File: config.mk
export PLATFORM = sky130hd
export DESIGN_NAME = hcd_front
export DESIGN_NICKNAME = d
export VERILOG_FILES = /design/src/hcd_pkg.sv /design/src/hcd_front.sv
export SDC_FILE = /design/constraint.sdc
export NUM_CORES = 1
export LEC_CHECK = 0
export BUFFER_PORTS_ARGS = -buffer_cell sky130_fd_sc_hd__buf_2
export CAP_MARGIN = 20
export CORE_MARGIN = 5
export CORE_UTILIZATION = 50
export DETAILED_ROUTE_END_ITERATION = 10
export PLACE_DENSITY_LB_ADDON = 0.15
export SYNTH_ARGS = -nofsm -noshare
export SYNTH_HDL_FRONTEND = slang
export SYNTH_SLANG_ARGS = --single-unit
export TNS_END_PERCENT = 1
File: constraint.sdc
create_clock -name i_clk -period 28.6 [get_ports i_clk]
set_input_delay 5.72 -clock i_clk [delete_from_list [all_inputs] [get_ports i_clk]]
set_output_delay 5.72 -clock i_clk [all_outputs]
set_load 0.005 [all_outputs]
File: src/hcd_pkg.sv
// Shared types, constants and register codes of the HSV color and depth point filter.
package hcd_pkg;

    localparam int COORD_W  = 32;
    localparam int COLOR_W  = 8;
    localparam int HUE_W    = 15;
    localparam int Q12_W    = 13;
    localparam int CFG_IDX_W = 3;
    localparam int CFG_DATA_W = 32;

    // Hue sector arithmetic: hue = (7680 * x + diff) / (2 * diff), x at most 6 * 255.
    localparam int SECT_W = 11;
    localparam logic [HUE_W-1:0] HUE_FULL = 15'd23040;

    // Divider geometry shared by the saturation and hue lanes.
    localparam int DIV_NUM_W = 24;
    localparam int DIV_DEN_W = 9;
    localparam int DIV_QUO_W = 15;

    localparam logic [DIV_NUM_W-1:0] HUE_NUM_SCALE = 24'd7680;

    // Value is round(max * 4096 / 255) = floor((4096 * max + 127) / 255). The reciprocal
    // multiply by ceil(2^28 / 255) is exact for every 8-bit max.
    localparam int VAL_NUM_W  = 20;
    localparam int VAL_PROD_W = 41;
    localparam int VAL_SHIFT  = 28;
    localparam logic [VAL_NUM_W-1:0]  VAL_ROUND = 20'd127;
    localparam logic [VAL_PROD_W-1:0] VAL_RECIP = 41'd1052689;

    // Pipeline layout: two front stages, one stage per quotient bit, two back stages.
    localparam int FRONT_STAGES = 2;
    localparam int BACK_STAGES  = 2;
    localparam int PIPE_DEPTH   = FRONT_STAGES + DIV_QUO_W + BACK_STAGES;
    localparam int DIV_OUT_TAP  = FRONT_STAGES + DIV_QUO_W - 1;
    localparam int BACK_P1_TAP  = DIV_OUT_TAP + 1;

    typedef enum logic [CFG_IDX_W-1:0] {
        CFG_DEPTH_LIMIT = 3'd0,
        CFG_TARGET_HUE  = 3'd1,
        CFG_HUE_TOL     = 3'd2,
        CFG_SAT_LOW     = 3'd3,
        CFG_SAT_HIGH    = 3'd4,
        CFG_VAL_LOW     = 3'd5,
        CFG_VAL_HIGH    = 3'd6
    } t_cfg_idx;

    typedef struct packed {
        logic signed [COORD_W-1:0] x_coord;
        logic signed [COORD_W-1:0] y_coord;
        logic signed [COORD_W-1:0] z_coord;
        logic [COLOR_W-1:0]        red;
        logic [COLOR_W-1:0]        green;
        logic [COLOR_W-1:0]        blue;
        logic                      last_in_cloud;
    } t_in_item;

    typedef struct packed {
        logic                      keep;
        logic signed [COORD_W-1:0] out_x;
        logic signed [COORD_W-1:0] out_y;
        logic signed [COORD_W-1:0] out_z;
        logic [COLOR_W-1:0]        out_red;
        logic [COLOR_W-1:0]        out_green;
        logic [COLOR_W-1:0]        out_blue;
        logic                      out_last;
    } t_out_item;

    typedef struct packed {
        logic signed [COORD_W-1:0] depth_limit;
        logic [HUE_W-1:0]          target_hue;
        logic [HUE_W-1:0]          hue_tolerance;
        logic [Q12_W-1:0]          sat_low;
        logic [Q12_W-1:0]          sat_high;
        logic [Q12_W-1:0]          val_low;
        logic [Q12_W-1:0]          val_high;
    } t_cfg;

    typedef struct packed {
        logic [DIV_NUM_W-1:0] sat_num;
        logic [DIV_DEN_W-1:0] sat_den;
        logic [DIV_NUM_W-1:0] hue_num;
        logic [DIV_DEN_W-1:0] hue_den;
        logic [Q12_W-1:0]     val;
    } t_div_ops;

    localparam t_cfg CFG_RESET = '{
        depth_limit:   32'sd5898240,
        target_hue:    15'd0,
        hue_tolerance: 15'd1280,
        sat_low:       13'd1229,
        sat_high:      13'd4096,
        val_low:       13'd1229,
        val_high:      13'd4096
    };

endpackage

File: src/hcd_front.sv
// Front stages: color max/min and sector, then the divider operands and the value.
module hcd_front (
    input  logic              i_clk,
    input  logic              i_en,
    input  hcd_pkg::t_in_item i_item,
    output hcd_pkg::t_div_ops o_ops
);
    import hcd_pkg::*;

    logic [COLOR_W-1:0] mx;
    logic [COLOR_W-1:0] mn;
    logic [COLOR_W-1:0] diff;
    logic [SECT_W-1:0]  sect;

    logic [COLOR_W-1:0]    r_mx;
    logic [COLOR_W-1:0]    r_diff;
    logic [SECT_W-1:0]     r_sect;
    logic [VAL_NUM_W-1:0]  val_num;
    logic [VAL_PROD_W-1:0] val_prod;
    t_div_ops              n_ops;
    t_div_ops              r_ops;

    // Stage one: max, min and the sector term sect, which is never negative.
    always_comb begin
        mx = i_item.red;
        mn = i_item.red;
        if (i_item.green > mx) mx = i_item.green;
        if (i_item.blue > mx) mx = i_item.blue;
        if (i_item.green < mn) mn = i_item.green;
        if (i_item.blue < mn) mn = i_item.blue;
        diff = mx - mn;
        if (mx == i_item.red) begin
            if (i_item.green >= i_item.blue) begin
                sect = SECT_W'(i_item.green) - SECT_W'(i_item.blue);
            end else begin
                sect = SECT_W'(diff) * SECT_W'(6) - SECT_W'(i_item.blue)
                       + SECT_W'(i_item.green);
            end
        end else if (mx == i_item.green) begin
            sect = (SECT_W'(diff) << 1) + SECT_W'(i_item.blue) - SECT_W'(i_item.red);
        end else begin
            sect = (SECT_W'(diff) << 2) + SECT_W'(i_item.red) - SECT_W'(i_item.green);
        end
    end

    always_ff @(posedge i_clk) begin
        if (i_en) begin
            r_mx   <= mx;
            r_diff <= diff;
            r_sect <= sect;
        end
    end

    // Stage two: numerators carry the half-divisor term for round half up.
    always_comb begin
        n_ops.sat_num = (DIV_NUM_W'(r_diff) << 13) + DIV_NUM_W'(r_mx);
        n_ops.sat_den = DIV_DEN_W'(r_mx) << 1;
        n_ops.hue_num = DIV_NUM_W'(r_sect) * HUE_NUM_SCALE + DIV_NUM_W'(r_diff);
        n_ops.hue_den = DIV_DEN_W'(r_diff) << 1;
        val_num       = (VAL_NUM_W'(r_mx) << 12) + VAL_ROUND;
        val_prod      = VAL_PROD_W'(val_num) * VAL_RECIP;
        n_ops.val     = val_prod[VAL_SHIFT +: Q12_W];
    end

    always_ff @(posedge i_clk) begin
        if (i_en) begin
            r_ops <= n_ops;
        end
    end

    assign o_ops = r_ops;

endmodule

==> summary.md <==
| Metric | Value |
|---|---|
| Slowest cell delay on critical path | ~0.5 ns |
| Total grt overflow | 0 |
| FP Rows | 48 |
| MaxCap Viol Count | 0 |
| ANT cells | 0 |
| Number of global-route vias before repair | 6500 |
| Post-CTS setup buffers | 0 |
| Final TNS setup | 0 ns |
| Initial DRC count | 454 |
| Final cycle utilization of the critical path | 0.532 |
| Die Y-Extent | 143 µm |
| Area grow syn2layout | 8.78% |
| WL met1 | 8.81 mm |
| Drt pass-1 iters | 5 |
| Layout net count | ~1300 |
| Gr usage total | 0.197 |
| Final Critical Period | 15.22 ns |
| Die width | 143 µm |
| CP Data Arrival Time | 15.41 ns |
| CTS Buf Count | 9 |
| Max Used Layer | met4 |
| Post-CTS Resized | 0 |
| Worst slew margin relative to its limit | 0.402 |
| Share of the synthesized area in the top cell type | 0.239 |
| Xor and xnor area share after synthesis | 0.0847 |
| Synth area leader | edfxtp_1 |
| Syn Std Cell Area | 8910 µm² |
| Filler cell count | 1615 |
| Largest net degree at the start of global routing | 72 |
| H-tree level count | 3 |
| CTS Sinks | 71 |
| Die area | approximately 21000 µm² |
| Yosys warning total | 0 |
| Post-synth top flop | edfxtp_1 |
| Clock latency on the worst-skew pair | 0.32 ns |
| Number of synthesized flops with an enable pin | a little over 70 |
| Clock Pin Slew Worst Setup and Hold Paths | 0.05 ns |
| Area of the multi-input gates | 5980 µm² |
| Synth Area in Adders | 0.313 |
| Final hold vios | 0 |
| CP startpoint kind | primary input |
| Cells after Synth | 929 |
| DR vias/cell | 5.40 |
| Initial antenna violation count | 0 |
| Layout cells sized above 1 | 0.141 |
| WHS Path Cells | 0 |
| Post-synthesis mux area share | 0.00449 |
| Yosys cell types | 74 |
| Core ar. | ~17000 µm² |
| CTS root buffer | clkbuf_16 |
| Setup Viol. Count Final | 0 |
| First-pass GRT wire length | 32.5 mm |
| Most frequent CP cell | a21oi_1 |
| Vias post-DR | 6644 |
| Final slew viol count | 0 |
| IO Port Bufs | between 90 and 100 |
| Seq/Total Area, Yosys | 0.239 |
| Wirelength, routed | 19.7 mm |
| Crit. End Element | flip-flop |
| Critical path's slowest cell | a311oi_1 |
| Crit Path Max Fanout | 14 |
| Synth Area in Compound Gates | 0.168 |
| R2R cell count | 21 |
| Cts-stage hold buffer count | 0 |
| Outcome | finished, final reports clean |
| #FFs+latches synth | 71 |
| F_max | about 0.066 GHz |
| CTS tree | done |
| Crit path kind | primary input to flip-flop |
| Post-synth ARST share | 0 |
| Largest family of logic cells by synthesized area | adder cells |
| RSZ-0062 raised after global routing | no |
| Skew final | about 0.0067 ns |
| Worst-Margin Slew | ~0.9 ns |
| Wire per inst | between 15 and 20 µm |
| Synth Area in Simple Gates | 0.0963 |
| CP Data Required Time | 28.79 ns |
| DRC | 0 |
| Register area | 2130 µm² |
| Clock Path Buffers | 2 |
| Starting Density | 0.511 |
| Hpwl dp | 16.4 mm |
| Io pins | around 200 |
| WL met3 | around 1.2 mm |
| Synth area leaders | edfxtp_1 (24%), ha_1 (21%), fa_1 (10%) |
| Final RePlAce weighted congestion | 0.886 |
| Avg Cell Area, Syn | 9.59 µm² |
| Post-route ant nets | 0 |
| Met2 wire len | 9.37 mm |
| Hold Crit Class | flip-flop to flip-flop |
-- through the flow --
step / setup slack, ns / hold WS (ns) / cells / area (µm²) / util
final: 13.38 / 0.416 / 1230 / 9690 / 0.556
after global placement: 13.22 / 0.403 / 1214 / 9400 / 0.540
after detailed placement: 13.13 / 0.405 / 1214 / 9400 / 0.540
after global routing: 12.62 / 0.415 / 1230 / 9690 / 0.556
after floorplan: 14.75 / 0.400 / 939 / 8950 / -
after CTS: 13.47 / 0.415 / 1230 / 9690 / 0.556
-- registers in the layout, indices dropped and copies added, names as in the netlist --
name / count
r_mx: 8
r_diff: 8
r_sect: 11
o_ops: 44
-- cell usage after synthesis, types with 4 or more instances --
cell,instances
and2_1,4
nor2_1,38
clkbuf_1,9
a211oi_1,8
o21ai_0,37
nand2b_1,7
fa_1,45
nand4_1,7
ha_1,151
xnor2_1,64
buf_4,37
o21ai_1,4
inv_1,137
o31ai_1,4
nand3_1,16
a21o_1,25
o21a_1,4
mux2i_1,4
nand2_1,34
edfxtp_1,71
nor2b_1,12
nor3_1,9
xor2_1,14
a21oi_1,87
o21bai_1,22
nor4_1,9
a31oi_1,5
-- path summary, 6_finish.rpt --
| path | from | endpoint | slack, ns |
|---|---|---|---|
| worst max-delay path | i_item[14] | r_sect[10] | 13.38 |
| worst min-delay path | r_diff[2] | o_ops[16] | 0.42 |
| worst min register to register | r_diff[2] | o_ops[16] | 0.42 |
| worst max register to register | r_mx[1] | o_ops[11] | 24.19 |
-- critical path: cells and delay by family --
family          cells  cell delay (ns)
xor+xnor            2             0.24
fa+ha+maj           7             2.35
compound gates     14             2.95
simple gates       13             2.97
buf+inv             6             0.66
mux                 1             0.50
-- final cells by class --
class	count	area share
multi-input combinational	684	0.617
clock buffer	10	0.0236
inverter	137	0.0531
sequential	71	0.220
timing repair buffer	97	0.0511
tap	225	0.0291
clock inverter	6	0.00633
-- layout by cell type (no fill, tap or decap), types with 8 or more instances in the layout --
| master | Yosys | routed |
|---|---|---|
| a211oi_1 | 8 | 8 |
| a21oi_1 | 87 | 87 |
| o21ai_0 | 37 | 37 |
| fa_1 | 45 | 45 |
| ha_1 | 151 | 151 |
| a21o_1 | 25 | 25 |
| nor2b_1 | 12 | 12 |
| buf_2 | 0 | 93 |
| edfxtp_1 | 71 | 71 |
| conb_1 | 1 | 11 |
| o21bai_1 | 22 | 22 |
| inv_1 | 137 | 137 |
| nor4_1 | 9 | 9 |
| nand2_1 | 34 | 34 |
| xor2_1 | 14 | 14 |
| nand3_1 | 16 | 16 |
| nor2_1 | 38 | 38 |
| clkbuf_16 | 0 | 9 |
| xnor2_1 | 64 | 64 |
| nor3_1 | 9 | 9 |
-- logic make-up (layout without fill, tap and decap cells) --
kind of cell | count (synthesis) | count (layout)
multiplexers | 4 | 4
AO/OA/AOI/OAI | 230 | 230
buffers and inverters | 184 | 250
XOR/XNOR | 82 | 82
AND/OR/NAND/NOR | 161 | 161
other | 1 | 11
flip-flops | 71 | 71
adder cells (fa/ha/maj) | 196 | 196
-- routing by layer --
metal	global-route usage	vias to the layer above
met2	0.338	195
met5	0	-
met4	0.0530	0
li1	-	3350
met1	0.267	3078
met3	0.0210	21
Power is left out: the tool's default activity adds up to more than one toggle a clock period on the data nets, which glitch-free logic cannot reach.
