$ cat src/hcd_pkg.sv
// Shared types, constants and register codes of the HSV color and depth point filter.
package hcd_pkg;

    localparam int COORD_W  = 32;
    localparam int COLOR_W  = 8;
    localparam int HUE_W    = 15;
    localparam int Q12_W    = 13;
    localparam int CFG_IDX_W = 3;
    localparam int CFG_DATA_W = 32;

    // Hue sector arithmetic: hue = (7680 * x + diff) / (2 * diff), x at most 6 * 255.
    localparam int SECT_W = 11;
    localparam logic [HUE_W-1:0] HUE_FULL = 15'd23040;

    // Divider geometry shared by the saturation and hue lanes.
    localparam int DIV_NUM_W = 24;
    localparam int DIV_DEN_W = 9;
    localparam int DIV_QUO_W = 15;

    localparam logic [DIV_NUM_W-1:0] HUE_NUM_SCALE = 24'd7680;

    // Value is round(max * 4096 / 255) = floor((4096 * max + 127) / 255). The reciprocal
    // multiply by ceil(2^28 / 255) is exact for every 8-bit max.
    localparam int VAL_NUM_W  = 20;
    localparam int VAL_PROD_W = 41;
    localparam int VAL_SHIFT  = 28;
    localparam logic [VAL_NUM_W-1:0]  VAL_ROUND = 20'd127;
    localparam logic [VAL_PROD_W-1:0] VAL_RECIP = 41'd1052689;

    // Pipeline layout: two front stages, one stage per quotient bit, two back stages.
    localparam int FRONT_STAGES = 2;
    localparam int BACK_STAGES  = 2;
    localparam int PIPE_DEPTH   = FRONT_STAGES + DIV_QUO_W + BACK_STAGES;
    localparam int DIV_OUT_TAP  = FRONT_STAGES + DIV_QUO_W - 1;
    localparam int BACK_P1_TAP  = DIV_OUT_TAP + 1;

    typedef enum logic [CFG_IDX_W-1:0] {
        CFG_DEPTH_LIMIT = 3'd0,
        CFG_TARGET_HUE  = 3'd1,
        CFG_HUE_TOL     = 3'd2,
        CFG_SAT_LOW     = 3'd3,
        CFG_SAT_HIGH    = 3'd4,
        CFG_VAL_LOW     = 3'd5,
        CFG_VAL_HIGH    = 3'd6
    } t_cfg_idx;

    typedef struct packed {
        logic signed [COORD_W-1:0] x_coord;
        logic signed [COORD_W-1:0] y_coord;
        logic signed [COORD_W-1:0] z_coord;
        logic [COLOR_W-1:0]        red;
        logic [COLOR_W-1:0]        green;
        logic [COLOR_W-1:0]        blue;
        logic                      last_in_cloud;
    } t_in_item;

    typedef struct packed {
        logic                      keep;
        logic signed [COORD_W-1:0] out_x;
        logic signed [COORD_W-1:0] out_y;
        logic signed [COORD_W-1:0] out_z;
        logic [COLOR_W-1:0]        out_red;
        logic [COLOR_W-1:0]        out_green;
        logic [COLOR_W-1:0]        out_blue;
        logic                      out_last;
    } t_out_item;

    typedef struct packed {
        logic signed [COORD_W-1:0] depth_limit;
        logic [HUE_W-1:0]          target_hue;
        logic [HUE_W-1:0]          hue_tolerance;
        logic [Q12_W-1:0]          sat_low;
        logic [Q12_W-1:0]          sat_high;
        logic [Q12_W-1:0]          val_low;
        logic [Q12_W-1:0]          val_high;
    } t_cfg;

    typedef struct packed {
        logic [DIV_NUM_W-1:0] sat_num;
        logic [DIV_DEN_W-1:0] sat_den;
        logic [DIV_NUM_W-1:0] hue_num;
        logic [DIV_DEN_W-1:0] hue_den;
        logic [Q12_W-1:0]     val;
    } t_div_ops;

    localparam t_cfg CFG_RESET = '{
        depth_limit:   32'sd5898240,
        target_hue:    15'd0,
        hue_tolerance: 15'd1280,
        sat_low:       13'd1229,
        sat_high:      13'd4096,
        val_low:       13'd1229,
        val_high:      13'd4096
    };

endpackage

$ cat src/hcd_back.sv
// Back stages: hue fix-up and distance, then the threshold decision.
module hcd_back (
    input  logic                          i_clk,
    input  logic                          i_en,
    input  hcd_pkg::t_cfg                 i_cfg,
    input  logic [hcd_pkg::DIV_QUO_W-1:0] i_sat_quo,
    input  logic [hcd_pkg::DIV_QUO_W-1:0] i_hue_quo,
    input  logic [hcd_pkg::Q12_W-1:0]     i_val,
    input  hcd_pkg::t_in_item             i_item_div,
    input  hcd_pkg::t_in_item             i_item_p1,
    output logic                          o_keep
);
    import hcd_pkg::*;

    logic             black;
    logic             gray;
    logic [HUE_W-1:0] hue;
    logic [HUE_W-1:0] n_d1;
    logic [Q12_W-1:0] n_sat;

    logic [HUE_W-1:0] r_d1;
    logic [Q12_W-1:0] r_sat;
    logic [Q12_W-1:0] r_val;

    logic [HUE_W-1:0] d2;
    logic [HUE_W-1:0] hue_gap;
    logic             n_keep;
    logic             r_keep;

    always_comb begin
        black = (i_item_div.red | i_item_div.green | i_item_div.blue) == '0;
        gray  = (i_item_div.red == i_item_div.green) && (i_item_div.green == i_item_div.blue);
        if (black || gray) begin
            hue = '0;
        end else if (i_hue_quo >= HUE_FULL) begin
            hue = i_hue_quo - HUE_FULL;
        end else begin
            hue = i_hue_quo;
        end
        n_sat = black ? '0 : i_sat_quo[Q12_W-1:0];
        if (hue >= i_cfg.target_hue) begin
            n_d1 = hue - i_cfg.target_hue;
        end else begin
            n_d1 = i_cfg.target_hue - hue;
        end
    end

    always_ff @(posedge i_clk) begin
        if (i_en) begin
            r_d1  <= n_d1;
            r_sat <= n_sat;
            r_val <= i_val;
        end
    end

    // The hue circle wraps, so the distance is the shorter way around.
    always_comb begin
        if (r_d1 <= HUE_FULL) begin
            d2 = HUE_FULL - r_d1;
        end else begin
            d2 = r_d1 - HUE_FULL;
        end
        hue_gap = (r_d1 < d2) ? r_d1 : d2;
        n_keep = (i_item_p1.z_coord < i_cfg.depth_limit)
                 && (hue_gap < i_cfg.hue_tolerance)
                 && (r_sat > i_cfg.sat_low) && (r_sat < i_cfg.sat_high)
                 && (r_val > i_cfg.val_low) && (r_val < i_cfg.val_high);
    end

    always_ff @(posedge i_clk) begin
        if (i_en) begin
            r_keep <= n_keep;
        end
    end

    assign o_keep = r_keep;

endmodule

$ cat config.mk
export PLATFORM = sky130hd
export DESIGN_NAME = hcd_back
export DESIGN_NICKNAME = d
export VERILOG_FILES = /design/src/hcd_pkg.sv /design/src/hcd_back.sv
export SDC_FILE = /design/constraint.sdc
export NUM_CORES = 1
export LEC_CHECK = 0
export BUFFER_PORTS_ARGS = -buffer_cell sky130_fd_sc_hd__buf_2
export CAP_MARGIN = 25
export CORE_AREA = 8 8 150 152
export DETAILED_ROUTE_END_ITERATION = 6
export DIE_AREA = 0 0 158 160
export GPL_ROUTABILITY_DRIVEN = 0
export PLACE_DENSITY = 0.68
export SLEW_MARGIN = 25
export SYNTH_ARGS = -nofsm -noshare
export SYNTH_HDL_FRONTEND = slang
export SYNTH_SLANG_ARGS = --single-unit
$ cat constraint.sdc
create_clock -name i_clk -period 6.95 [get_ports i_clk]
set_input_delay 2.085 -clock i_clk [delete_from_list [all_inputs] [get_ports i_clk]]
set_output_delay 2.085 -clock i_clk [all_outputs]
set_load 0.02 [all_outputs]
==> results of run 1 <==
how the worst max path moves through the flow:
stage	start	to
2_1_floorplan	i_item_div[11]	r_d1[14]$_DFFE_PP_
3_3_place_gp	i_item_div[11]	r_d1[14]$_DFFE_PP_
3_5_place_dp	i_item_div[9]	r_d1[14]$_DFFE_PP_
4_1_cts	i_item_div[9]	r_d1[14]$_DFFE_PP_
5_1_grt	r_d1[6]$_DFFE_PP_	o_keep$_DFFE_PP_
6_report	i_item_div[9]	r_d1[14]$_DFFE_PP_
worst max-delay path, stage by stage:
cell	delay [ns]
buf_2	0.10
inv_1	0.05
ha_1	0.28
nor4_1	0.31
nand4_1	0.12
nor2_1	0.16
a31oi_1	0.10
buf_4	0.20
nand2_1	0.10
inv_1	0.04
ha_1	0.39
a21oi_2	0.25
o22ai_1	0.15
nor4_2	0.27
nor2_1	0.13
o31ai_4	0.38
mux2i_1	0.42
a221oi_2	0.14
xnor2_1	0.14
synthesized netlist by cell type, drive strengths merged (2+ instances only):
master   number
a2111oi       3
a211oi        9
a21boi        5
a21o         33
a21oi        55
a221oi        2
a31o          2
a31oi         8
and3          2
buf          12
clkbuf        5
edfxtp       42
fa            2
ha          151
inv         153
mux2i        10
nand2        42
nand2b       10
nand3        12
nand3b        5
nand4        23
nor2         45
nor2b        25
nor3         11
nor3b         2
nor4          8
o2111ai       2
o211ai        5
o21a         13
o21ai        38
o22ai         3
o31ai         3
o32a          2
or2           3
xnor2        32
xor2         16
power by group:
| group | switching (mW) | internal [mW] | total [mW] |
|---|---|---|---|
| registers | 0.0441 | 0.324 | 0.368 |
| clock network | 0.0956 | 0.206 | 0.302 |
| logic | 0.496 | 0.442 | 0.938 |
cell families after synthesis:
family	Yosys count	synth area share
fa+ha+maj	153	0.292
buf+inv	170	0.102
compound gates	190	0.188
simple gates	192	0.147
xor+xnor	48	0.0635
mux	11	0.0168
flops	42	0.191
layer usage:
layer | up-vias | GRT usage | routed length, um
met5 | - | 0 | 76
met4 | 14 | 0.0322 | 235
li1 | 3228 | - | -
met2 | 219 | 0.241 | 8320
met3 | 27 | 0.0486 | 1970
met1 | 2686 | 0.185 | 8650
cell type report:
type	instances	area share
inverter	153	0.0705
clock buffer	5	0.0153
clock inverter	3	0.00844
sequential	42	0.155
tap	270	0.0414
timing repair buffer	218	0.135
antenna	1	0.000307
multi-input combinational	594	0.574
metrics by stage:
step	util	setup WS, ns
4_1_cts	0.407	1.16
6_report	0.407	1.16
2_1_floorplan	-	1.49
3_3_place_gp	0.397	0.919
5_1_grt	0.407	0.617
3_5_place_dp	0.397	0.871
registers in the layout, summed over array words and instances, names as in the netlist:
register / count
o_keep: 1
r_val: 13
r_sat: 13
r_d1: 15
==> out/qor.yml, run 1 <==
num-fill-cells: 2106
fin_cells: 1286
cts-root-buf: "clkbuf_16"
slew_viol_final: 0
relSlewSlack: 0.383
synth_top_cell_by_area: "ha_1"
route.detailed.drc: 0
die_w_um: 158
fin_setup_tns_ns: 0
reg2reg_depth: 23
synth_cells: 806
ctsResizeCount: 0
dpl.hpwl_mm: 17.4
post_cts_buffers: 0
yosysSeqAreaShare: 0.191
drt-initial-drc-count: 166
tightest_slew_ns: 0.926
cts_made_buffers: 5
start_util: 0.330
hold_buffers: 0
hold_end: "o_keep$_DFFE_PP_"
grt_pass1_vias: 6240
syn_nets: 1360
wirelength_mm: 19.3
synth_area_leaders: "ha_1 29%, edfxtp_1 19%, inv_1 8.7%"
clkTransAtPathRegs_ns: 0.06
io_buffer_count: 213
critPathCaptureType: "register"
layout_min_cycle_time_ns: 5.79
finalHoldViolations: 0
power_leakage_nw: 4.45
syn_avg_cell_area_um2: 8.21
cp_max_fo: 19
final_layout_size_suffix_gt1_frac: 0.236
synth_area_um2: 6620
rows: 52
holdCritStartpoint: "r_val[8]$_DFFE_PP_"
antenna_found_initial: 9
grt_max_degree: 43
num_vias: 6174
seqCellArea_um2: 1260
required_ns: 6.98
ff2ff_setup_slack_ns: 1.24
synth-edff-count: 42
place_area_um2: 7960
hold_depth: 4
cp_data_arrival_time_ns: 5.83
final_nets: 1568
cts_sinks: 42
insertion_delay_ns: 0.28
synth-main-ff-cell: "edfxtp_1"
cts_tree: "done"
cts_buffer_depth: 2
vias_per_cell: 4.80
postRouteAntennaNets: 0
finalSetupViolations: 0
r2r_end: "o_keep$_DFFE_PP_"
final_common_cell: "buf_2"
async_reset_ff_frac: 0
grt_usage: 0.148
fin_hold_ws_ns: 0.894
rsz0062_at_grt: "false"
period_share: 0.834
r2r-start: "r_d1[6]$_DFFE_PP_"
critPathKind: "input port to register"
core-area_um2: 20000
hold_path_class: "register to register"
dieArea_um2: 25300
grt_pass1_wl_mm: 30.2
skew_ns: 0.00308
max_freq_mhz: 173
area_growth_pct: 23.2
htreeDepth: 2
synth_warnings: 0
drv_cap: 0
multi_input_area_um2: 4680
status: "finished, final reports clean"
fp.dieH_um: 160
dp.cells: 1277
final_cell_mix: "213 x buf_2, 153 x inv_1, 151 x ha_1"
design_area_um2: 8150
first_pass_iters: 4
top_level_ports: 402
synthDistinctLibCells: 55
startpoint_type: "input port"
fin_total_pwr_mw: 1.61
synth_seq_cells: 42
wl_per_cell_um: 15.0
cellPowerDensity_nw_per_um2: 197
grt.overflow.total: 0
ir_worst_vdd_uv: 105
yosysTopAreaCellShare: 0.285
(Power assumes the default switching activity.)
==> run 2: changes to the inputs <==
- CORE_AREA: 8 8 150 152 -> 8 8 148 150
- DIE_AREA: 0 0 158 160 -> 0 0 156 158
- PLACE_DENSITY: 0.68 -> 0.72
- clock period: 6.95 -> 4.8 ns (I/O delays scaled with it)
==> out/qor.yml, run 2 (synthesis results as in run 1) <==
fin_setup_tns_ns: 0
cellPowerDensity_nw_per_um2: 279
crit_slowest_cell: "edfxtp_1"
final_nets: 1705
period_share: 0.993
max_freq_mhz: 210
ff2ff_setup_slack_ns: 0.04
top_level_ports: 402
status: "finished, final reports clean"
power_leakage_nw: 5.16
io_buffer_count: 213
rsz0062_at_grt: "true"
finalHoldViolations: 0
grt_pass1_wl_mm: 32.6
relSlewSlack: 0.356
dieArea_um2: 24600
tightest_slew_ns: 0.966
final_layout_size_suffix_gt1_frac: 0.399
final_common_cell: "buf_2"
critPathKind: "register to register"
cp_cell_sequence: "nor3_2, nand4_1, nor4_4, nor2_4, mux2i_2, ha_1, o21a_1, o21a_1, o2111ai_2, nand4b_1, a21o_1, nand2_2, nor2_1, xor2_1, ha_1, a2111oi_2, o21ai_1, a21oi_1, nand4_1, a2111oi_2, o211ai_1, a211oi_2, buf_4"
r2r_end: "o_keep$_DFFE_PP_"
crit_path_max_incr_delay_ns: 0.41
regMostFlops: "r_d1"
hold_end: "o_keep$_DFFE_PP_"
cts_buffer_depth: 2
cts_sinks: 42
start_util: 0.336
grt_pass1_vias: 6980
critPathCaptureType: "register"
drt-initial-drc-count: 236
fin_cells: 1425
postRouteAntennaNets: 0
skew_ns: 0.00507
grt.overflow.total: 0
final_cell_mix: "208 x buf_2, 142 x inv_1, 133 x buf_4"
drv_cap: 0
hold_path_class: "register to register"
dp.cells: 1389
cts-root-buf: "clkbuf_16"
hold_depth: 5
grt_usage: 0.165
cts_made_buffers: 5
clkTransAtPathRegs_ns: 0.07
fin_hold_ws_ns: 1.10
fp.dieH_um: 158
crit_start: "r_d1[6]$_DFFE_PP_"
vias_per_cell: 4.79
required_ns: 4.97
cp_data_arrival_time_ns: 4.93
grt_max_degree: 43
largest_reg_flops: 15
startpoint_type: "register"
ir_worst_vdd_uv: 155
r2r-start: "r_d1[6]$_DFFE_PP_"
finalSetupViolations: 0
num_vias: 6832
layout_min_cycle_time_ns: 4.76
reg2reg_depth: 23
hold_buffers: 0
route.detailed.drc: 0
htreeDepth: 2
dpl.hpwl_mm: 18.3
die_w_um: 156
biggestRegsByFlops: "r_d1 x15, r_sat x13, r_val x13"
wirelength_mm: 21.6
first_pass_iters: 4
cts_tree: "done"
holdCritStartpoint: "r_val[7]$_DFFE_PP_"
wl_per_cell_um: 15.2
cp_max_fo: 8
slew_viol_final: 0
rows: 52
insertion_delay_ns: 0.29
area_growth_pct: 47.3
antenna_found_initial: 7
core-area_um2: 19700
==> run 2: how the worst max path moves through the flow <==
| stage | endpoint | slack (ns) | cells after the start |
|---|---|---|---|
| 2_1_floorplan | o_keep$_DFFE_PP_ | 0.01 | 24 |
| 3_3_place_gp | r_d1[2]$_DFFE_PP_ | -0.41 | 21 |
| 3_5_place_dp | r_d1[14]$_DFFE_PP_ | -0.46 | 21 |
| 4_1_cts | o_keep$_DFFE_PP_ | -0.05 | 24 |
| 5_1_grt | o_keep$_DFFE_PP_ | -0.39 | 23 |
| 6_report | o_keep$_DFFE_PP_ | 0.04 | 23 |
==> run 2: metrics by stage <==
stage          utilization  instance area [um2]  setup WS (ns)  total power, mW
6_report             0.494                 9750         0.0359             2.72
5_1_grt              0.494                 9740         -0.385             2.97
4_1_cts              0.470                 9270        -0.0524             2.65
3_5_place_dp         0.448                 8830         -0.463             2.17
3_3_place_gp         0.448                 8830         -0.409             2.11
2_1_floorplan            -                 6650         0.0105             1.56
==> run 2: cell type report <==
type | instances | area, um2
Fill cell | 1833 | 9970
Multi-Input combinational cell | 594 | 5190
Timing Repair Buffer | 355 | 2220
Sequential cell | 42 | 1260
Inverter | 153 | 577
Tap cell | 270 | 338
Clock buffer | 5 | 125
Clock inverter | 3 | 27.5
Antenna cell | 3 | 7.51
==> run 2: critical path, delay by kind of cell (launching register included) <==
kind	cells	cell delay (ns)
AOI/OAI and AO/OA	10	1.94
and+or+nand+nor	8	1.20
adders and majority gates	2	0.57
DFF	1	0.41
muxes	1	0.22
xor gates and xnor gates	1	0.15
buffers and inverters	1	0.15
==> run 2: repair_timing <==
item	4_1_cts	5_1_grt
cloned	0	2
hold endpoints to repair	0	0
setup endpoints to repair	13	15
buffers inserted	19	5
resized for setup	34	80
pin swaps	24	37
==> run 2: report_power, final <==
part | internal (mW) | leakage, nW | switching [mW]
Sequential | 0.468 | 0.412 | 0.0411
Clock | 0.198 | 0.0724 | 0.157
Combinational | 0.959 | 4.67 | 0.896
Total | 1.63 | 5.16 | 1.09
==> run 2: routing by layer <==
metal	up-vias	wire, um	track usage
met3	34	1700	0.0399
met1	3067	9230	0.193
li1	3497	-	-
met4	8	462	0.0453
met2	226	10200	0.292
met5	-	49	0
