**src/hcd_pkg.sv**
```systemverilog
// Shared types, constants and register codes of the HSV color and depth point filter.
package hcd_pkg;

    localparam int COORD_W  = 32;
    localparam int COLOR_W  = 8;
    localparam int HUE_W    = 15;
    localparam int Q12_W    = 13;
    localparam int CFG_IDX_W = 3;
    localparam int CFG_DATA_W = 32;

    // Hue sector arithmetic: hue = (7680 * x + diff) / (2 * diff), x at most 6 * 255.
    localparam int SECT_W = 11;
    localparam logic [HUE_W-1:0] HUE_FULL = 15'd23040;

    // Divider geometry shared by the saturation and hue lanes.
    localparam int DIV_NUM_W = 24;
    localparam int DIV_DEN_W = 9;
    localparam int DIV_QUO_W = 15;

    localparam logic [DIV_NUM_W-1:0] HUE_NUM_SCALE = 24'd7680;

    // Value is round(max * 4096 / 255) = floor((4096 * max + 127) / 255). The reciprocal
    // multiply by ceil(2^28 / 255) is exact for every 8-bit max.
    localparam int VAL_NUM_W  = 20;
    localparam int VAL_PROD_W = 41;
    localparam int VAL_SHIFT  = 28;
    localparam logic [VAL_NUM_W-1:0]  VAL_ROUND = 20'd127;
    localparam logic [VAL_PROD_W-1:0] VAL_RECIP = 41'd1052689;

    // Pipeline layout: two front stages, one stage per quotient bit, two back stages.
    localparam int FRONT_STAGES = 2;
    localparam int BACK_STAGES  = 2;
    localparam int PIPE_DEPTH   = FRONT_STAGES + DIV_QUO_W + BACK_STAGES;
    localparam int DIV_OUT_TAP  = FRONT_STAGES + DIV_QUO_W - 1;
    localparam int BACK_P1_TAP  = DIV_OUT_TAP + 1;

    typedef enum logic [CFG_IDX_W-1:0] {
        CFG_DEPTH_LIMIT = 3'd0,
        CFG_TARGET_HUE  = 3'd1,
        CFG_HUE_TOL     = 3'd2,
        CFG_SAT_LOW     = 3'd3,
        CFG_SAT_HIGH    = 3'd4,
        CFG_VAL_LOW     = 3'd5,
        CFG_VAL_HIGH    = 3'd6
    } t_cfg_idx;

    typedef struct packed {
        logic signed [COORD_W-1:0] x_coord;
        logic signed [COORD_W-1:0] y_coord;
        logic signed [COORD_W-1:0] z_coord;
        logic [COLOR_W-1:0]        red;
        logic [COLOR_W-1:0]        green;
        logic [COLOR_W-1:0]        blue;
        logic                      last_in_cloud;
    } t_in_item;

    typedef struct packed {
        logic                      keep;
        logic signed [COORD_W-1:0] out_x;
        logic signed [COORD_W-1:0] out_y;
        logic signed [COORD_W-1:0] out_z;
        logic [COLOR_W-1:0]        out_red;
        logic [COLOR_W-1:0]        out_green;
        logic [COLOR_W-1:0]        out_blue;
        logic                      out_last;
    } t_out_item;

    typedef struct packed {
        logic signed [COORD_W-1:0] depth_limit;
        logic [HUE_W-1:0]          target_hue;
        logic [HUE_W-1:0]          hue_tolerance;
        logic [Q12_W-1:0]          sat_low;
        logic [Q12_W-1:0]          sat_high;
        logic [Q12_W-1:0]          val_low;
        logic [Q12_W-1:0]          val_high;
    } t_cfg;

    typedef struct packed {
        logic [DIV_NUM_W-1:0] sat_num;
        logic [DIV_DEN_W-1:0] sat_den;
        logic [DIV_NUM_W-1:0] hue_num;
        logic [DIV_DEN_W-1:0] hue_den;
        logic [Q12_W-1:0]     val;
    } t_div_ops;

    localparam t_cfg CFG_RESET = '{
        depth_limit:   32'sd5898240,
        target_hue:    15'd0,
        hue_tolerance: 15'd1280,
        sat_low:       13'd1229,
        sat_high:      13'd4096,
        val_low:       13'd1229,
        val_high:      13'd4096
    };

endpackage

```
**src/hcd_div.sv**
```systemverilog
// Pipelined restoring divider, one quotient bit per stage.
module hcd_div (
    input  logic                          i_clk,
    input  logic                          i_en,
    input  logic [hcd_pkg::DIV_NUM_W-1:0] i_num,
    input  logic [hcd_pkg::DIV_DEN_W-1:0] i_den,
    output logic [hcd_pkg::DIV_QUO_W-1:0] o_quo
);
    import hcd_pkg::*;

    logic [DIV_NUM_W-1:0] r_rem [DIV_QUO_W];
    logic [DIV_DEN_W-1:0] r_den [DIV_QUO_W];
    logic [DIV_QUO_W-1:0] r_quo [DIV_QUO_W];

    logic [DIV_NUM_W-1:0] n_rem [DIV_QUO_W];
    logic [DIV_QUO_W-1:0] n_quo [DIV_QUO_W];
    logic [DIV_NUM_W-1:0] src_rem [DIV_QUO_W];
    logic [DIV_DEN_W-1:0] src_den [DIV_QUO_W];
    logic [DIV_QUO_W-1:0] src_quo [DIV_QUO_W];
    logic [DIV_NUM_W-1:0] shifted [DIV_QUO_W];

    // Stage k decides quotient bit DIV_QUO_W-1-k; the quotient is known to fit.
    always_comb begin
        for (int k = 0; k < DIV_QUO_W; k++) begin
            if (k == 0) begin
                src_rem[k] = i_num;
                src_den[k] = i_den;
                src_quo[k] = '0;
            end else begin
                src_rem[k] = r_rem[k-1];
                src_den[k] = r_den[k-1];
                src_quo[k] = r_quo[k-1];
            end
            shifted[k] = DIV_NUM_W'(src_den[k]) << (DIV_QUO_W - 1 - k);
            if (src_rem[k] >= shifted[k]) begin
                n_rem[k] = src_rem[k] - shifted[k];
                n_quo[k] = src_quo[k] | (DIV_QUO_W'(1) << (DIV_QUO_W - 1 - k));
            end else begin
                n_rem[k] = src_rem[k];
                n_quo[k] = src_quo[k];
            end
        end
    end

    always_ff @(posedge i_clk) begin
        if (i_en) begin
            for (int k = 0; k < DIV_QUO_W; k++) begin
                r_rem[k] <= n_rem[k];
                r_den[k] <= src_den[k];
                r_quo[k] <= n_quo[k];
            end
        end
    end

    assign o_quo = r_quo[DIV_QUO_W-1];

endmodule

```
**config.mk**
```make
export PLATFORM = sky130hd
export DESIGN_NAME = hcd_div
export DESIGN_NICKNAME = d
export VERILOG_FILES = /design/src/hcd_pkg.sv /design/src/hcd_div.sv
export SDC_FILE = /design/constraint.sdc
export NUM_CORES = 1
export LEC_CHECK = 0
export BUFFER_PORTS_ARGS = -buffer_cell sky130_fd_sc_hd__buf_4
export CAP_MARGIN = 25
export CORE_UTILIZATION = 45
export DETAILED_ROUTE_END_ITERATION = 7
export HOLD_SLACK_MARGIN = 0.15
export RECOVER_POWER = 100
export SETUP_SLACK_MARGIN = 0.5
export SYNTH_ARGS = -nofsm -noshare
export SYNTH_HDL_FRONTEND = slang
export SYNTH_SLANG_ARGS = --single-unit
```
**constraint.sdc**
```tcl
create_clock -name i_clk -period 3.3 [get_ports i_clk]
set_input_delay 0.165 -clock i_clk [delete_from_list [all_inputs] [get_ports i_clk]]
set_output_delay 0.165 -clock i_clk [all_outputs]
set_load 0.02 [all_outputs]
```
==> summary.md, run 1 <==
| Metric | Value |
|---|---|
| Crit-path max FO | `5` |
| Die Ht | `roughly 250 um` |
| Port bufs | `49` |
| Max Freq | `about 330 MHz` |
| Initial Utilization | `0.455` |
| Cell Rows | `90` |
| Largest net degree at the start of global routing | `between 90 and 100` |
| Tightest Pin Transition | `between 2 and 2.5 ns` |
| Post-synth top cells | `edfxtp_1 (582), inv_1 (178), nor2_1 (163)` |
| Grt total ovfl | `0` |
| CP peak stage delay | `0.58 ns` |
| Via count | `16400` |
| Fraction of layout cells with a size suffix above 1 | `0.104` |
| Die Wd | `249 um` |
| Routed len/inst | `around 16 um` |
| Routed Wire Length | `50500 um` |
| Reg clk slew, reported paths | `0.06 ns` |
| Synthesis-to-finish area growth | `15.0%` |
| Synth top area cells | `edfxtp_1 (64%), ha_1 (6.2%), xor2_1 (2.9%), a21oi_1 (2.7%), inv_1 (2.4%)` |
| Fin util | `0.523` |
| TritonCTS clock tree | `done` |
| Avg Cell Area, Syn | `around 13 um2` |
| Post-DP HPWL | `36100 um` |
| Final nets | `2434` |
| Setup violators final | `0` |
| Setup TNS | `0 ns` |
| Gr usage total | `0.162` |
| Maxcap violations | `1` |
| Post-synth EDFFs | `between 500 and 600` |
| Most frequent cell after synthesis | `edfxtp_1` |
| Worst Clk Skew | `approximately 0.058 ns` |
| Slowest cell on crit path | `nor4b_1` |
| DRT iter0 DRCs | `930` |
| #FFs+latches synth | `approximately 580` |
| Final slew viol count | `93` |
| Crit-path cells | `ha_1 -> nor4b_1 -> nand2_1 -> o31ai_1 -> or3_1 -> nor4bb_1 -> nand2_1 -> xnor2_1` |
| Status | `finished, violations left` |
| DRC viols | `0` |
| Drt via density | `5.33` |
| Crit path kind | `reg2reg` |
| CP required | `3.68 ns` |
| Min Tclk post-route | `3.03 ns` |
| Fin area | `31500 um2` |
| VDD IR max | `0.000420 V` |
| CP dominant cell by count | `nand2_1` |
| Full die area | `61900 um2` |
| Seq/Total Area, Yosys | `0.638` |
| Total nets after synthesis | `2254` |
| Antenna diode count | `0` |
| Violated checks | `capacitance limit, slew limit` |
| Top FF cell, synth | `edfxtp_1` |
| Synth cell types | `between 70 and 80` |
| Total of warnings raised by yosys | `0` |
| Clk Latency, worst-skew pair | `0.63 ns` |
| Vias in the first global route | `around 17000` |
| Tcrit/Tclk final | `0.920` |
| Rel. slew slack | `-0.642` |
| Class of the worst hold path | `in2reg` |
| Post-DP Area | `29100 um2` |
| Type of origin of the critical path | `flip-flop` |
| Critical Path End Type | `flip-flop` |
| Root Buffer | `clkbuf_16` |
| Final hold vios | `0` |
| Global-route wire length before repair | `slightly above 80000 um` |
| Clock sink count | `582` |
| Synth area leader | `edfxtp_1` |
| Area share of the largest cell type after synthesis | `0.638` |
| CP arrival | `~3.4 ns` |
| RSZ-0062 raised after global routing | `yes` |
| Pwr/cell area | `713 nW/um2` |
| Core Footprint | `60200 um2` |
| Routability cong. | `slightly below 0.9` |
| First-pass DRT Iterations | `5` |
| CTS Buffer Depth | `3` |
| TritonCTS buffer count | `60` |
| Ys async rst share | `0` |
| Routed Antenna Nets | `0` |
| # IOs | `50` |
| Cells after synthesis | `2070` |
| Post-Syn Area | `27400 um2` |
| Initial antenna violation count | `0` |
| H-Tree Level Count | `2` |
| P_leak | `roughly 0.012 uW` |
-- kinds of logic after synthesis --
logic type | count (synthesis) | synth area share
AO/OA/AOI/OAI | 393 | 0.0890
multiplexers | 53 | 0.0219
XOR/XNOR | 158 | 0.0505
adder cells (fa/ha/maj) | 149 | 0.0719
AND/OR/NAND/NOR | 533 | 0.100
flip-flops | 582 | 0.638
buffers and inverters | 202 | 0.0286
-- final timing paths --
path / from / end / slack [ns] / depth (start not counted)
min: i_num[0] / r_rem[0][0] / 0.29 / 2
max: r_den[0][63] / r_rem[1][21] / 0.27 / 8
min reg2reg: r_quo[0][44] / r_quo[0][59] / 0.40 / 0
max reg2reg: r_den[0][63] / r_rem[1][21] / 0.27 / 8
-- metal layers --
layer,up-vias,part of all wire,global-route usage
met4,0,0.036,0.0642
met5,-,0,0
met3,117,0.034,0.0275
li1,8100,-,-
met1,7926,0.37,0.161
met2,264,0.56,0.326
-- placed cells by master (no fill, tap or decap), drive strengths merged, types with 11 or more instances in the layout --
master	synthesis	final
o21a	31	31
clkinv	0	28
xnor2	68	68
ha	135	135
nor4	49	49
nand4	14	14
edfxtp	582	582
nand2b	26	26
xor2	90	90
or3	14	14
mux2	46	46
nand3	22	22
o21ai	85	85
buf	8	48
dlygate4sd3	0	34
o31a	14	14
inv	178	178
a21oi	147	147
fa	14	14
clkbuf	16	132
or4	15	15
nor2	163	163
nor2b	25	25
nor3	47	47
a21o	38	38
nand3b	11	11
nand2	96	96
-- registers in the layout (all words and copies together), names as in the netlist --
register,count
r_rem,336
r_den,126
r_quo,120
-- through the flow --
step | cells | setup WS [ns] | hold WS [ns] | total power (uW)
after floorplan | 2070 | 0.592 | 0.264 | 14300
after global placement | 2917 | -0.216 | 0.355 | 15600
after detailed placement | 2917 | -0.283 | 0.356 | 15800
after CTS | 3066 | 0.413 | 0.234 | 22600
after global routing | 3081 | 0.194 | 0.264 | 23700
final | 3081 | 0.265 | 0.289 | 22500
-- final cells by class --
| cell class | instances | area (um2) |
|---|---|---|
| multi-input cells | 1286 | 9330 |
| flip-flops and latches | 582 | 17500 |
| repair buffers | 142 | 1100 |
| clock buffers | 72 | 1550 |
| clock inverters | 39 | 399 |
| inverters | 178 | 669 |
| fillers | 4979 | 28700 |
| well taps | 782 | 978 |
-- critical path: cells and delay by family (launching register included) --
kind | cells | cell delay, ns
and+or+nand+nor | 5 | 1.61
adders and majority gates | 1 | 0.32
DFF | 1 | 0.40
AOI/OAI and AO/OA | 1 | 0.31
xor gates and xnor gates | 1 | 0.15
-- power breakdown --
part / switching, uW / total [uW] / internal, uW
logic: 2880 / 5330 / 2450
registers: 781 / 10500 / 9740
clock network: 2750 / 6630 / 3880
total: 6400 / 22500 / 16100
-- repair_timing --
item                       in CTS  in global routing
hold buffers                   34                  0
hold endpoints to repair       91                  0
setup endpoints to repair      55                131
pin swaps                       5                 13
gates cloned                    0                  1
gates resized for setup        22                 56
setup buffers                   4                 14
Power figures use the tool's default switching activity.
==> inputs of run 2 (changes only) <==
--- a/config.mk
+++ b/config.mk
@@ -5,9 +5,11 @@
 export SDC_FILE = /design/constraint.sdc
 export NUM_CORES = 1
 export LEC_CHECK = 0
+export ABC_CLOCK_PERIOD_IN_PS = 3300
 export BUFFER_PORTS_ARGS = -buffer_cell sky130_fd_sc_hd__buf_4
 export CAP_MARGIN = 25
 export CORE_UTILIZATION = 45
+export CTS_BUF_LIST = sky130_fd_sc_hd__clkbuf_4
 export DETAILED_ROUTE_END_ITERATION = 7
 export HOLD_SLACK_MARGIN = 0.15
 export RECOVER_POWER = 100
==> run 2 against run 1 <==
Compared with the run above:
- the run still ends with capacitance limit, slew limit left
- total power down 1.9%
- final area up 1.3%
- register-to-register slack about the same
- highest routed layer unchanged
- setup slack better by 0.014 ns
- clock power down 7.4%
- hold slack better by 0.10 ns
- cell count up 6.5%
- flip-flop and latch count unchanged
- global-route usage up 0.94 points
- die area unchanged
- sequential power about the same
- clock-buffer cell count up 153
==> summary.md, run 2 (synthesis results as in run 1) <==
| Metric | Value |
|---|---|
| Routability cong. | `0.872` |
| Final nets | `2564` |
| # IOs | `50` |
| Most common cell after layout, fill and taps aside | `edfxtp_1` |
| Most frequent cells in the layout | `edfxtp_1 (582), clkbuf_4 (240), inv_1 (177)` |
| Fin area | `around 32000 um2` |
| Routed Wire Length | `52800 um` |
| Final hold vios | `0` |
| CTS Buffer Depth | `3` |
| CP required | `3.96 ns` |
| CP arrival | `~3.7 ns` |
| Reg2reg path depth | `8` |
| Post-DP HPWL | `36100 um` |
| CP dominant cell by count | `nand2_1` |
| Largest registers | `r_rem (336), r_den (126), r_quo (120)` |
| Maxcap violations | `1` |
| P_leak | `between 0.01 and 0.015 uW` |
| Clock sink count | `roughly 580` |
| RR Startpoint | `r_den[0][63]` |
| Initial antenna violation count | `4` |
| Via count | `17200` |
| Type of origin of the critical path | `flip-flop` |
| Clk Latency, worst-skew pair | `0.92 ns` |
| Cell Rows | `90` |
| TritonCTS clock tree | `done` |
| Reg clk slew, reported paths | `0.06 ns` |
| Critical Path End Type | `flip-flop` |
| Tcrit/Tclk final | `0.915` |
| Min Tclk post-route | `3.02 ns` |
| Global-route wire length before repair | `84400 um` |
| Tightest Pin Transition | `around 2.8 ns` |
| R2R setup slack | `0.28 ns` |
| Root Buffer | `clkbuf_4` |
| Max reg flops | `336` |
| Drt via density | `around 5.2` |
| TritonCTS buffer count | `roughly 150` |
| H-Tree Level Count | `4` |
| Fraction of layout cells with a size suffix above 1 | `0.159` |
| RSZ-0062 raised after global routing | `yes` |
| Final slew viol count | `92` |
| Fin cells | `around 3300` |
| Largest net degree at the start of global routing | `between 90 and 100` |
| Grt total ovfl | `0` |
| Post-DP Area | `29100 um2` |
| Setup violators final | `0` |
| Fin util | `0.529` |
| Reg-to-reg critical path endpoint | `r_rem[1][23]` |
| CP peak stage delay | `0.58 ns` |
| DRC viols | `0` |
| Class of the worst hold path | `reg2reg` |
| Violated checks | `capacitance limit, slew limit` |
| Largest Register | `r_rem` |
| Port bufs | `49` |
| CP endpoint | `r_rem[1][23]` |
| Full die area | `around 62000 um2` |
| Crit path kind | `reg2reg` |
| Final setup margin | `0.280 ns` |
| Dpl cells | `2917` |
| Routed Antenna Nets | `0` |
| Core Footprint | `roughly 60000 um2` |
| Initial Utilization | `0.455` |
| Gr usage total | `0.171` |
| Dpl ws | `-0.283 ns` |
| Routed len/inst | `between 15 and 20 um` |
| Pwr/cell area | `691 nW/um2` |
| Critical Path Start | `r_den[0][63]` |
| VDD IR max | `between 0.0003 and 0.0004 V` |
| Die Wd | `249 um` |
| Max Freq | `331 MHz` |
| Vias in the first global route | `17800` |
| Crit-path cells | `ha_1 -> nor4b_1 -> nand2_1 -> o31ai_1 -> or3_1 -> nor4bb_1 -> nand2_1 -> xnor2_1` |
| Slowest cell on crit path | `nor4b_1` |
| Synthesis-to-finish area growth | `16.4%` |
| Status | `finished, violations left` |
| DRT iter0 DRCs | `946` |
| Worst Clk Skew | `0.0494 ns` |
| Rel. slew slack | `-0.855` |
| Crit-path max FO | `5` |
| First-pass DRT Iterations | `5` |
| Die Ht | `249 um` |
-- run 2: final cells by class --
| class | instances | area, um2 |
|---|---|---|
| antenna | 6 | 15.0 |
| clock buffer | 225 | 1690 |
| clock inverter | 43 | 244 |
| fill | 5028 | 28300 |
| inverter | 178 | 669 |
| multi-input combinational | 1286 | 9340 |
| sequential | 582 | 17500 |
| tap | 782 | 978 |
| timing repair buffer | 178 | 1490 |
-- run 2: through the flow --
step	hold WS [ns]	setup TNS, ns	total power, uW
after global routing	0.297	0	23400
after CTS	0.172	0	22200
after detailed placement	0.356	-1.62	15800
after global placement	0.355	-0.677	15600
final	0.392	0	22000
after floorplan	0.264	0	14300
-- run 2: worst min-delay path by stage --
stage | end | slack [ns] | cells after the start | start
final | r_quo[1][82] | 0.39 | 0 | r_quo[1][67]
after CTS | r_rem[0][14] | 0.17 | 5 | i_num[14]
after global placement | r_den[0][7] | 0.36 | 1 | i_den[7]
after floorplan | r_den[0][0] | 0.26 | 0 | i_den[0]
after global routing | r_rem[0][20] | 0.30 | 4 | i_num[20]
after detailed placement | r_rem[0][2] | 0.36 | 1 | i_num[2]
-- run 2: repair_timing --
action / 4_1_cts / 5_1_grt
cloned: 0 / 1
buffers inserted: 6 / 13
hold buffers: 69 / 0
gates resized for setup: 25 / 55
pin swaps: 7 / 16
endpoints found under the setup margin: 61 / 130
endpoints found under the hold margin: 616 / 0
-- run 2: critical path, delay by kind of cell (launching register included) --
family	cells	cell delay [ns]
adders and majority gates	1	0.31
DFF	1	0.40
and+or+nand+nor	5	1.61
xor gates and xnor gates	1	0.15
AOI/OAI and AO/OA	1	0.31
-- run 2: layer usage --
| layer | track usage | share of wire |
|---|---|---|
| met1 | 0.161 | 0.36 |
| met2 | 0.333 | 0.57 |
| met3 | 0.0449 | 0.036 |
| met4 | 0.0919 | 0.034 |
| met5 | 0 | 0 |
-- run 2: power breakdown --
| group | internal, uW | leakage [uW] | switching [uW] |
|---|---|---|---|
| clock network | 3220 | 0.00114 | 2920 |
| registers | 9740 | 0.00557 | 786 |
| logic | 2480 | 0.00539 | 2900 |
